`config.mk`:
```
export PLATFORM = sky130hd
export DESIGN_NAME = half_single_float_converter_core
export DESIGN_NICKNAME = d
export VERILOG_FILES = /design/src/rtl/hsfc_pkg.sv /design/src/rtl/hsfc_convert.sv /design/src/rtl/half_single_float_converter_core.sv
export SDC_FILE = /design/constraint.sdc
export NUM_CORES = 1
export LEC_CHECK = 0
export BUFFER_PORTS_ARGS = -buffer_cell sky130_fd_sc_hd__buf_2
export CORE_UTILIZATION = 55
export DETAILED_ROUTE_END_ITERATION = 12
export GPL_ROUTABILITY_DRIVEN = 1
export PLACE_DENSITY = 0.78
export SKIP_LAST_GASP = 1
export SLEW_MARGIN = 20
export SYNTH_ARGS = -nofsm -noshare
export SYNTH_HDL_FRONTEND = slang
export SYNTH_SLANG_ARGS = --single-unit
```
`constraint.sdc`:
```
create_clock -name clk -period 6.2 [get_ports clk]
set_input_delay 0.93 -clock clk [delete_from_list [all_inputs] [get_ports clk]]
set_output_delay 0.93 -clock clk [all_outputs]
set_load 0.1 [all_outputs]
```
`src/rtl/hsfc_pkg.sv`:
```
// Package for the half/single float converter.
// Holds the command codes and the two conversion functions; no dependencies.
package hsfc_pkg;

    typedef enum logic {
        CMD_S2H = 1'b0,
        CMD_H2S = 1'b1
    } cmd_t;

    localparam logic [15:0] HALF_QNAN = 16'h7E00;
    localparam logic [15:0] HALF_INF  = 16'h7C00;
    localparam logic [31:0] NORM_BIAS = 32'hC800_0FFF;

    // Single to half, round to nearest even
    function automatic logic [15:0] single_to_half(input logic [31:0] x);
        logic [15:0] sgn;
        logic [30:0] a;
        logic [15:0] h;
        logic [7:0]  e;
        logic [23:0] s;
        logic [7:0]  sh;
        logic [23:0] q;
        logic [23:0] r;
        logic [24:0] hf;
        logic [31:0] sum;
        begin
            sgn = {x[31], 15'd0};
            a   = x[30:0];
            e   = a[30:23];
            s   = {1'b0, a[22:0]};
            sum = '0;
            q   = '0;
            r   = '0;
            hf  = '0;
            sh  = '0;
            if (a >= 31'h4780_0000) begin
                h = (a > 31'h7F80_0000) ? HALF_QNAN : HALF_INF;
            end
            else if (a < 31'h3880_0000) begin
                if (e == 8'd0) begin
                    e = 8'd1;
                end
                else begin
                    s[23] = 1'b1;
                end
                sh = 8'd126 - e;
                if (sh > 8'd24) begin
                    h = 16'd0;
                end
                else begin
                    q  = s >> sh;
                    r  = s & ((24'd1 << sh) - 24'd1);
                    hf = 25'd1 << (sh - 8'd1);
                    if ({1'b0, r} > hf || ({1'b0, r} == hf && q[0])) begin
                        q = q + 24'd1;
                    end
                    h = q[15:0];
                end
            end
            else begin
                sum = {1'b0, a} + NORM_BIAS + {31'd0, a[13]};
                h   = sum[28:13];
            end
            single_to_half = h | sgn;
        end
    endfunction

    // Half to single, exact
    function automatic logic [31:0] half_to_single(input logic [15:0] x);
        logic [4:0]  e;
        logic [9:0]  m;
        logic [31:0] f;
        logic [3:0]  p;
        logic [9:0]  ms;
        begin
            e  = x[14:10];
            m  = x[9:0];
            p  = 4'd0;
            ms = '0;
            if (e == 5'h1F) begin
                f = {1'b0, 8'hFF, m, 13'd0};
            end
            else if (e != 5'd0) begin
                f = {1'b0, {3'd0, e} + 8'd112, m, 13'd0};
            end
            else if (m == 10'd0) begin
                f = 32'd0;
            end
            else begin
                // Leading-one position of the subnormal mantissa
                for (int i = 0; i < 10; i++) begin
                    if (m[i]) begin
                        p = 4'(i);
                    end
                end
                ms = m << (4'd10 - p);
                f  = {1'b0, {4'd0, p} + 8'd103, ms, 13'd0};
            end
            half_to_single = f | {x[15], 31'd0};
        end
    endfunction

endpackage

```
`src/rtl/hsfc_convert.sv`:
```
// Combinational conversion datapath for the half/single float converter.
// Depends on hsfc_pkg.
module hsfc_convert
    import hsfc_pkg::*;
(
    input  logic [0:0]  cmd,
    input  logic [31:0] operand_bits,
    output logic [31:0] result_bits
);

    // Select the direction
    always_comb
    begin
        case (cmd_t'(cmd))
            CMD_S2H: result_bits = {16'd0, single_to_half(operand_bits)};
            CMD_H2S: result_bits = half_to_single(operand_bits[15:0]);
            default: result_bits = '0;
        endcase
    end

endmodule

```
`src/rtl/half_single_float_converter_core.sv`:
```
// Top level of the IEEE 754 binary32 <-> binary16 converter.
// Depends on hsfc_pkg and hsfc_convert.
//
// Usage:
//   Input channel: in_valid/in_stall with cmd (0 single to half, 1 half to
//   single) and operand_bits. Output channel: out_valid/out_stall with
//   result_bits; a half result is zero-extended.
//   Each transaction is registered at the input, converted by one level of
//   combinational logic, and held in the result register. out_valid rises
//   once the transaction moves from the input register into the result
//   register. Throughput is one transaction per cycle while the receiver
//   does not stall, set by the two-register pipeline with no loops.
//   When the receiver stalls, the result register holds its transaction; the
//   input register keeps taking one more, then in_stall rises until the
//   result register drains.
//   Reset clears both valid flags; no transaction is in flight afterward.
module half_single_float_converter_core
    import hsfc_pkg::*;
(
    input  logic        clk,
    input  logic        rst_n,
    input  logic        in_valid,
    output logic        in_stall,
    input  logic [0:0]  cmd,
    input  logic [31:0] operand_bits,
    output logic        out_valid,
    input  logic        out_stall,
    output logic [31:0] result_bits
);

    logic        in_vld_reg;
    logic [0:0]  cmd_reg;
    logic [31:0] op_reg;
    logic        out_vld_reg;
    logic [31:0] res_reg;
    logic [31:0] conv;
    logic        adv;

    hsfc_convert u_convert (
        .cmd          (cmd_reg),
        .operand_bits (op_reg),
        .result_bits  (conv)
    );

    // Advance the input stage into the result register when it is free
    assign adv      = !out_vld_reg || !out_stall;
    assign in_stall = in_vld_reg && !adv;

    // Input register
    always_ff @(posedge clk or negedge rst_n)
    begin
        if (!rst_n) begin
            in_vld_reg <= 1'b0;
        end
        else if (!in_stall) begin
            in_vld_reg <= in_valid;
        end
    end

    always_ff @(posedge clk)
    begin
        if (in_valid && !in_stall) begin
            cmd_reg <= cmd;
            op_reg  <= operand_bits;
        end
    end

    // Result register
    always_ff @(posedge clk or negedge rst_n)
    begin
        if (!rst_n) begin
            out_vld_reg <= 1'b0;
        end
        else if (adv) begin
            out_vld_reg <= in_vld_reg;
        end
    end

    always_ff @(posedge clk)
    begin
        if (adv && in_vld_reg) begin
            res_reg <= conv;
        end
    end

    assign out_valid   = out_vld_reg;
    assign result_bits = res_reg;

`ifndef SYNTHESIS
    // Stalled result holds
    a_hold: assert property (@(posedge clk) disable iff (!rst_n)
        out_valid && out_stall |=> out_valid && $stable(result_bits))
        else $error("result changed under stall");
    // Input stalls only with both stages full
    a_stall: assert property (@(posedge clk) disable iff (!rst_n)
        in_stall |-> in_vld_reg && out_vld_reg && out_stall)
        else $error("spurious input stall");
    // Accepted transaction reaches the input stage
    a_load: assert property (@(posedge clk) disable iff (!rst_n)
        in_valid && !in_stall |=> in_vld_reg)
        else $error("accepted transaction lost");
    // Half results are zero-extended
    a_zext: assert property (@(posedge clk) disable iff (!rst_n)
        in_vld_reg && adv && cmd_reg == CMD_S2H |=> result_bits[31:16] == 16'd0)
        else $error("half result not zero-extended");
`endif

endmodule
```
==> out/qor.csv, run 1 <==
metric,value,unit
layout cells sized above 1,17.25,%
"count leader, synth",nand2_1,
CP peak stage delay,0.63,ns
slowest CP cell,edfxtp_1,
Sink Count,66,
Post-CTS Resized,0,
CTS tree,yes,
met3 WL post-DR,3964,µm
1st-iter DRT viols,1177,
period utilization,89.18,%
Max clock buf depth,2,
Max VDD drop,0.1953,mV
top-area cell type share of the netlist area,27.86,%
slew of the pin with the lowest slew margin,0.9724,ns
"top cells by area, synth","edfxtp_1 (28%), ha_1 (5.1%), nand2_1 (4.8%)",
Clock Skew,0.008263,ns
P&R area growth vs syn,10.36,%
Critical R2R Launch,op_reg[25],
Final #Nets,918,
Tmin final,5.529,ns
"setup slack, reg-to-reg",0.67,ns
CP arrival,5.71,ns
Buf/Inv on CP,0,
worst-path cell chain,and3_1 -> a21oi_2 -> or2_2 -> a22oi_1 -> o2111ai_1 -> nor2_1 -> nand2_1 -> xor2_1 -> and2_1 -> ha_1 -> nand4_1 -> nor4_1 -> nand4_1 -> o211ai_1 -> a211o_1 -> and2_1 -> nand4_4 -> or4_1 -> o211ai_1,
synthesized netlist cell count,817,
"FF+latch count, synth",66,
vias post-DR,7434,
Root Driver,clkbuf_16,
nature of the critical path startpoint,flip-flop,
leading cell types by count after synthesis,"nand2_1 (88), edfxtp_1 (64), nor2_1 (63)",
RSZ-0062 raised after global routing,false,
fillcell total,1053,
critical path class,reg2reg,
clk_lat worst skew,0.34,ns
CTS Buf Count,9,
htree depth,3,
Max Fclk,180.9,MHz
Antenna Violating Nets Remaining,0,
HP Class,in2async,
Max-Cap Viols,0,
pwr dens,219.3,nW/µm²
met2 wire len,11330,µm
Synth Flop Type,edfxtp_1,
R2R Path End,result_bits[5],
Die H,114.0,µm
Sum Neg Setup Slack,0,ns
Worst path depth,19,
Largest register FFs,32,
status,"complete, no violations",
Final Hold Fails,0,
Via density,7.239,
Detailed Place HPWL,20120,µm
Core Rows,40,
Routability Congestion,1.064,
first-pass GRT wire length,40410,µm
slew margin rel.,34.68,%
CP Capture Type,flip-flop,
Final Max Tran Viols,0,
"Setup violations, final",0,
Die Wd,114.0,µm
IO Pins,71,
dominant cell type by area after synthesis,edfxtp_1,
Netlist Area Pre-Place,6898,µm²
Congestion Overflow GR,0,
First-pass DRT Iterations,10,
Avg Inst Size Synth,8.443,µm²
"CP delay by family, top",simple AND/OR/NAND/NOR gates,
Post-CTS Hold Buffers,0,
crit path max fanout,14,
"EDFF count, synth",64,
final core utilization,62.85,%
gr usage total,42.29,%
routed wire length,27320,µm
drt drc,0,
Synth cell types,91,
Die Area,12990,µm²
starting density of the core,56.95,%
# port buffers,70,
core area,12110,µm²
M1 wire length,9814,µm
Yosys warning count,0,
Leak Pwr,2.870,nW
Worst R2R Path Depth,19,
wire per inst,26.60,µm
Async SR Flop Fraction,3.030,%
vias in the first global route,6889,
initial antenna violation count,0,
Syn Nets,882,
Top Layer Used,met4,
"CTS clk-pin slew, worst paths",0.06,ns
post-synthesis sequential area ratio,28.59,%
largest net degree at the start of global routing,44,
postcts setup bufs,0,
Crit path required time,6.38,ns
==> routing by layer <==
| layer | GRT usage [%] | up-vias |
|---|---|---|
| met4 | 25.54 | 0 |
| met2 | 63.35 | 679 |
| met5 | 0 | - |
| li1 | - | 3165 |
| met3 | 14.40 | 208 |
| met1 | 52.56 | 3382 |
==> through the flow <==
step                      worst slack, ns  total power, W  instances  hold slack, ns  instance area [µm²]
final                              0.6709        0.001670       1027          0.3597                 7612
after CTS                          0.7369        0.001644       1026          0.3625                 7607
after detailed placement           0.7822        0.001116       1010          0.4650                 7295
after floorplan                     1.641       0.0009781        817          0.4434                 6898
after global routing               0.3496        0.001707       1026          0.3690                 7610
after global placement             0.8536        0.001111       1010          0.4511                 7295
==> layout make-up <==
cell class / instances / area [µm²] / area share [%]
sequential: 66 / 1972 / 25.90
multi-input combinational: 666 / 4539 / 59.63
inverter: 20 / 75.07 / 0.9862
tap: 168 / 210.2 / 2.761
clock buffer: 11 / 252.7 / 3.320
clock inverter: 5 / 60.06 / 0.7890
antenna: 1 / 2.502 / 0.03287
timing repair buffer: 90 / 500.5 / 6.575
==> placed cells by master (no fill, tap or decap), types with 15 or more instances in the layout <==
| cell type | netlist | layout |
|---|---|---|
| a21oi_1 | 39 | 39 |
| and2_1 | 28 | 28 |
| and3_1 | 16 | 16 |
| buf_2 | 16 | 70 |
| buf_4 | 8 | 20 |
| edfxtp_1 | 64 | 64 |
| ha_1 | 28 | 28 |
| inv_1 | 18 | 18 |
| mux2i_1 | 27 | 27 |
| nand2_1 | 88 | 88 |
| nand2b_1 | 16 | 16 |
| nand3_1 | 27 | 27 |
| nand4_1 | 16 | 16 |
| nor2_1 | 63 | 62 |
| nor3_1 | 15 | 15 |
| o211ai_1 | 15 | 15 |
| o21ai_0 | 39 | 39 |
| xnor2_1 | 21 | 21 |
==> worst max path at each step <==
stage | endpoint | from
4_1_cts | result_bits[5] | op_reg[25]
3_5_place_dp | result_bits[5] | op_reg[25]
5_1_grt | result_bits[5] | op_reg[25]
3_3_place_gp | result_bits[5] | op_reg[24]
6_report | result_bits[5] | op_reg[25]
2_1_floorplan | result_bits[6] | op_reg[25]
==> where the power goes <==
group          leakage [nW]  internal, W  switching [W]
clock network         0.153     0.000335       0.000201
logic                  2.07     0.000153       0.000391
registers             0.645     0.000531      0.0000584
==> logic make-up after synthesis <==
logic type | Yosys count | share of synthesized area (%)
AO/OA/AOI/OAI | 239 | 24.92
multiplexers | 37 | 6.204
buffers and inverters | 85 | 5.695
XOR/XNOR | 34 | 4.426
flip-flops | 66 | 28.59
AND/OR/NAND/NOR | 328 | 25.09
adder cells (fa/ha/maj) | 28 | 5.079
(Power assumes the default switching activity.)
==> inputs of run 2 (changes only) <==
--- a/config.mk
+++ b/config.mk
@@ -5,11 +5,12 @@
 export SDC_FILE = /design/constraint.sdc
 export NUM_CORES = 1
 export LEC_CHECK = 0
+export ABC_AREA = 1
 export BUFFER_PORTS_ARGS = -buffer_cell sky130_fd_sc_hd__buf_2
 export CORE_UTILIZATION = 55
 export DETAILED_ROUTE_END_ITERATION = 12
 export GPL_ROUTABILITY_DRIVEN = 1
-export PLACE_DENSITY = 0.78
+export PLACE_DENSITY = 0.79
 export SKIP_LAST_GASP = 1
 export SLEW_MARGIN = 20
 export SYNTH_ARGS = -nofsm -noshare
==> out/qor.csv, run 2 <==
metric,value,unit
CP arrival,5.26,ns
Die H,109.2,µm
period utilization,83.63,%
Die Wd,109.2,µm
drt drc,0,
Largest register FFs,32,
CP peak stage delay,0.53,ns
slew margin rel.,48.64,%
Final Hold Fails,0,
"count leader, synth",nand2_1,
most frequent cells in the layout,"nand2_1 (208), nand3_1 (135), inv_1 (101)",
top-area cell type share of the netlist area,30.40,%
Final #Nets,1033,
Detailed Place HPWL,14980,µm
Antenna Violating Nets Remaining,0,
post-synthesis sequential area ratio,31.20,%
Syn Nets,971,
CTS tree,yes,
gr usage total,34.70,%
dominant cell type by area after synthesis,edfxtp_1,
Synth Flop Type,edfxtp_1,
Core Rows,38,
1st-iter DRT viols,808,
Root Driver,clkbuf_16,
Async SR Flop Fraction,3.030,%
Top Layer Used,met4,
crit path max fanout,19,
Die Area,11930,µm²
final core utilization,64.21,%
Max Fclk,192.9,MHz
layout cells sized above 1,17.06,%
HP Class,in2async,
synthesized netlist cell count,906,
slowest CP cell,edfxtp_1,
Leak Pwr,3.301,nW
first-pass GRT wire length,31220,µm
"FF+latch count, synth",66,
routed wire length,19520,µm
Avg Inst Size Synth,6.977,µm²
"EDFF count, synth",64,
Congestion Overflow GR,0,
# port buffers,70,
clk_lat worst skew,0.35,ns
Routability Congestion,0.9789,
critical path class,reg2reg,
vias in the first global route,6201,
Sink Count,66,
Netlist Area Pre-Place,6321,µm²
Crit path required time,6.27,ns
Synth cell types,50,
nature of the critical path startpoint,flip-flop,
"Setup violations, final",0,
Max-Cap Viols,0,
Final Max Tran Viols,0,
met2 wire len,8600,µm
First-pass DRT Iterations,6,
M1 wire length,8164,µm
"top cells by area, synth","edfxtp_1 (30%), nand2_1 (12%), nand3_1 (11%)",
Sum Neg Setup Slack,0,ns
CP Capture Type,flip-flop,
postcts setup bufs,0,
Tmin final,5.185,ns
wire per inst,17.54,µm
Post-CTS Resized,0,
Via density,5.988,
htree depth,3,
fillcell total,998,
CTS Buf Count,9,
Post-CTS Hold Buffers,0,
met3 WL post-DR,2074,µm
Max VDD drop,0.1982,mV
IO Pins,71,
starting density of the core,57.30,%
status,"complete, no violations",
slew of the pin with the lowest slew margin,0.7638,ns
RSZ-0062 raised after global routing,false,
vias post-DR,6665,
diode count,0,
Max clock buf depth,2,
pwr dens,239.3,nW/µm²
"CTS clk-pin slew, worst paths",0.06,ns
largest net degree at the start of global routing,34,
Yosys warning count,0,
initial antenna violation count,0,
leading cell types by count after synthesis,"nand2_1 (208), nand3_1 (135), inv_1 (101)",
core area,11030,µm²
Clock Skew,0.01108,ns
"most common cell after layout, fill and taps aside",nand2_1,
P&R area growth vs syn,12.05,%
run 2: per-layer routing:
metal,vias to the layer above,track usage [%]
met2,400,52.79
met4,0,16.95
met5,-,0
li1,3245,-
met3,53,7.352
met1,2967,46.59
run 2: cells by family after synthesis:
kind of cell             Yosys count  synth area share [%]
AO/OA/AOI/OAI                    138                 12.71
buffers and inverters            144                 9.244
XOR/XNOR                           7                0.9699
AND/OR/NAND/NOR                  523                 40.34
flip-flops                        66                 31.20
adder cells (fa/ha/maj)           28                 5.542
run 2: critical path: cells and delay by family, from the launching register on:
family,cells,cell delay [ns]
flops,1,0.53
buf+inv,5,0.37
simple gates,18,2.51
compound gates,7,0.97
fa+ha+maj,2,0.54
run 2: per-stage QoR:
step | hold slack [ns] | std cells | setup slack, ns | total power [W] | area (µm²)
finish | 0.3547 | 1113 | 1.015 | 0.001695 | 7083
global placement | 0.4778 | 1096 | 1.239 | 0.001168 | 6769
floorplan | 0.4331 | 906 | 1.999 | 0.001046 | 6321
global route | 0.3621 | 1113 | 0.5482 | 0.001767 | 7083
CTS | 0.3547 | 1112 | 1.128 | 0.001679 | 7056
detailed placement | 0.4945 | 1096 | 1.160 | 0.001173 | 6769
run 2: area by class of cell:
| cell class | instances | area, µm² | share of cell area, % |
|---|---|---|---|
| Clock inverter | 6 | 57.56 | 0.8126 |
| Tap cell | 140 | 175.2 | 2.473 |
| Multi-Input combinational cell | 696 | 3776 | 53.31 |
| Inverter | 116 | 435.4 | 6.147 |
| Sequential cell | 66 | 1972 | 27.84 |
| Clock buffer | 10 | 229.0 | 3.233 |
| Timing Repair Buffer | 79 | 437.9 | 6.183 |
run 2: final timing paths:
path	startpoint	slack, ns	end	depth (start not counted)
setup / recovery	op_reg[26]	1.02	result_bits[0]	32
hold / removal	rst_n	0.35	in_vld_reg	1
setup reg to reg	op_reg[26]	1.02	result_bits[0]	32
hold reg to reg	in_vld_reg	0.50	out_valid	2
max in group asynchronous	rst_n	5.74	out_valid	1
min in group clk	in_vld_reg	0.50	out_valid	2
run 2: report_power, final:
| part | leakage [nW] | internal [W] | switching [W] |
|---|---|---|---|
| registers | 0.644 | 0.000542 | 0.0000327 |
| clock network | 0.135 | 0.000308 | 0.000206 |
| logic | 2.52 | 0.000144 | 0.000463 |
| total | 3.30 | 0.000994 | 0.000701 |
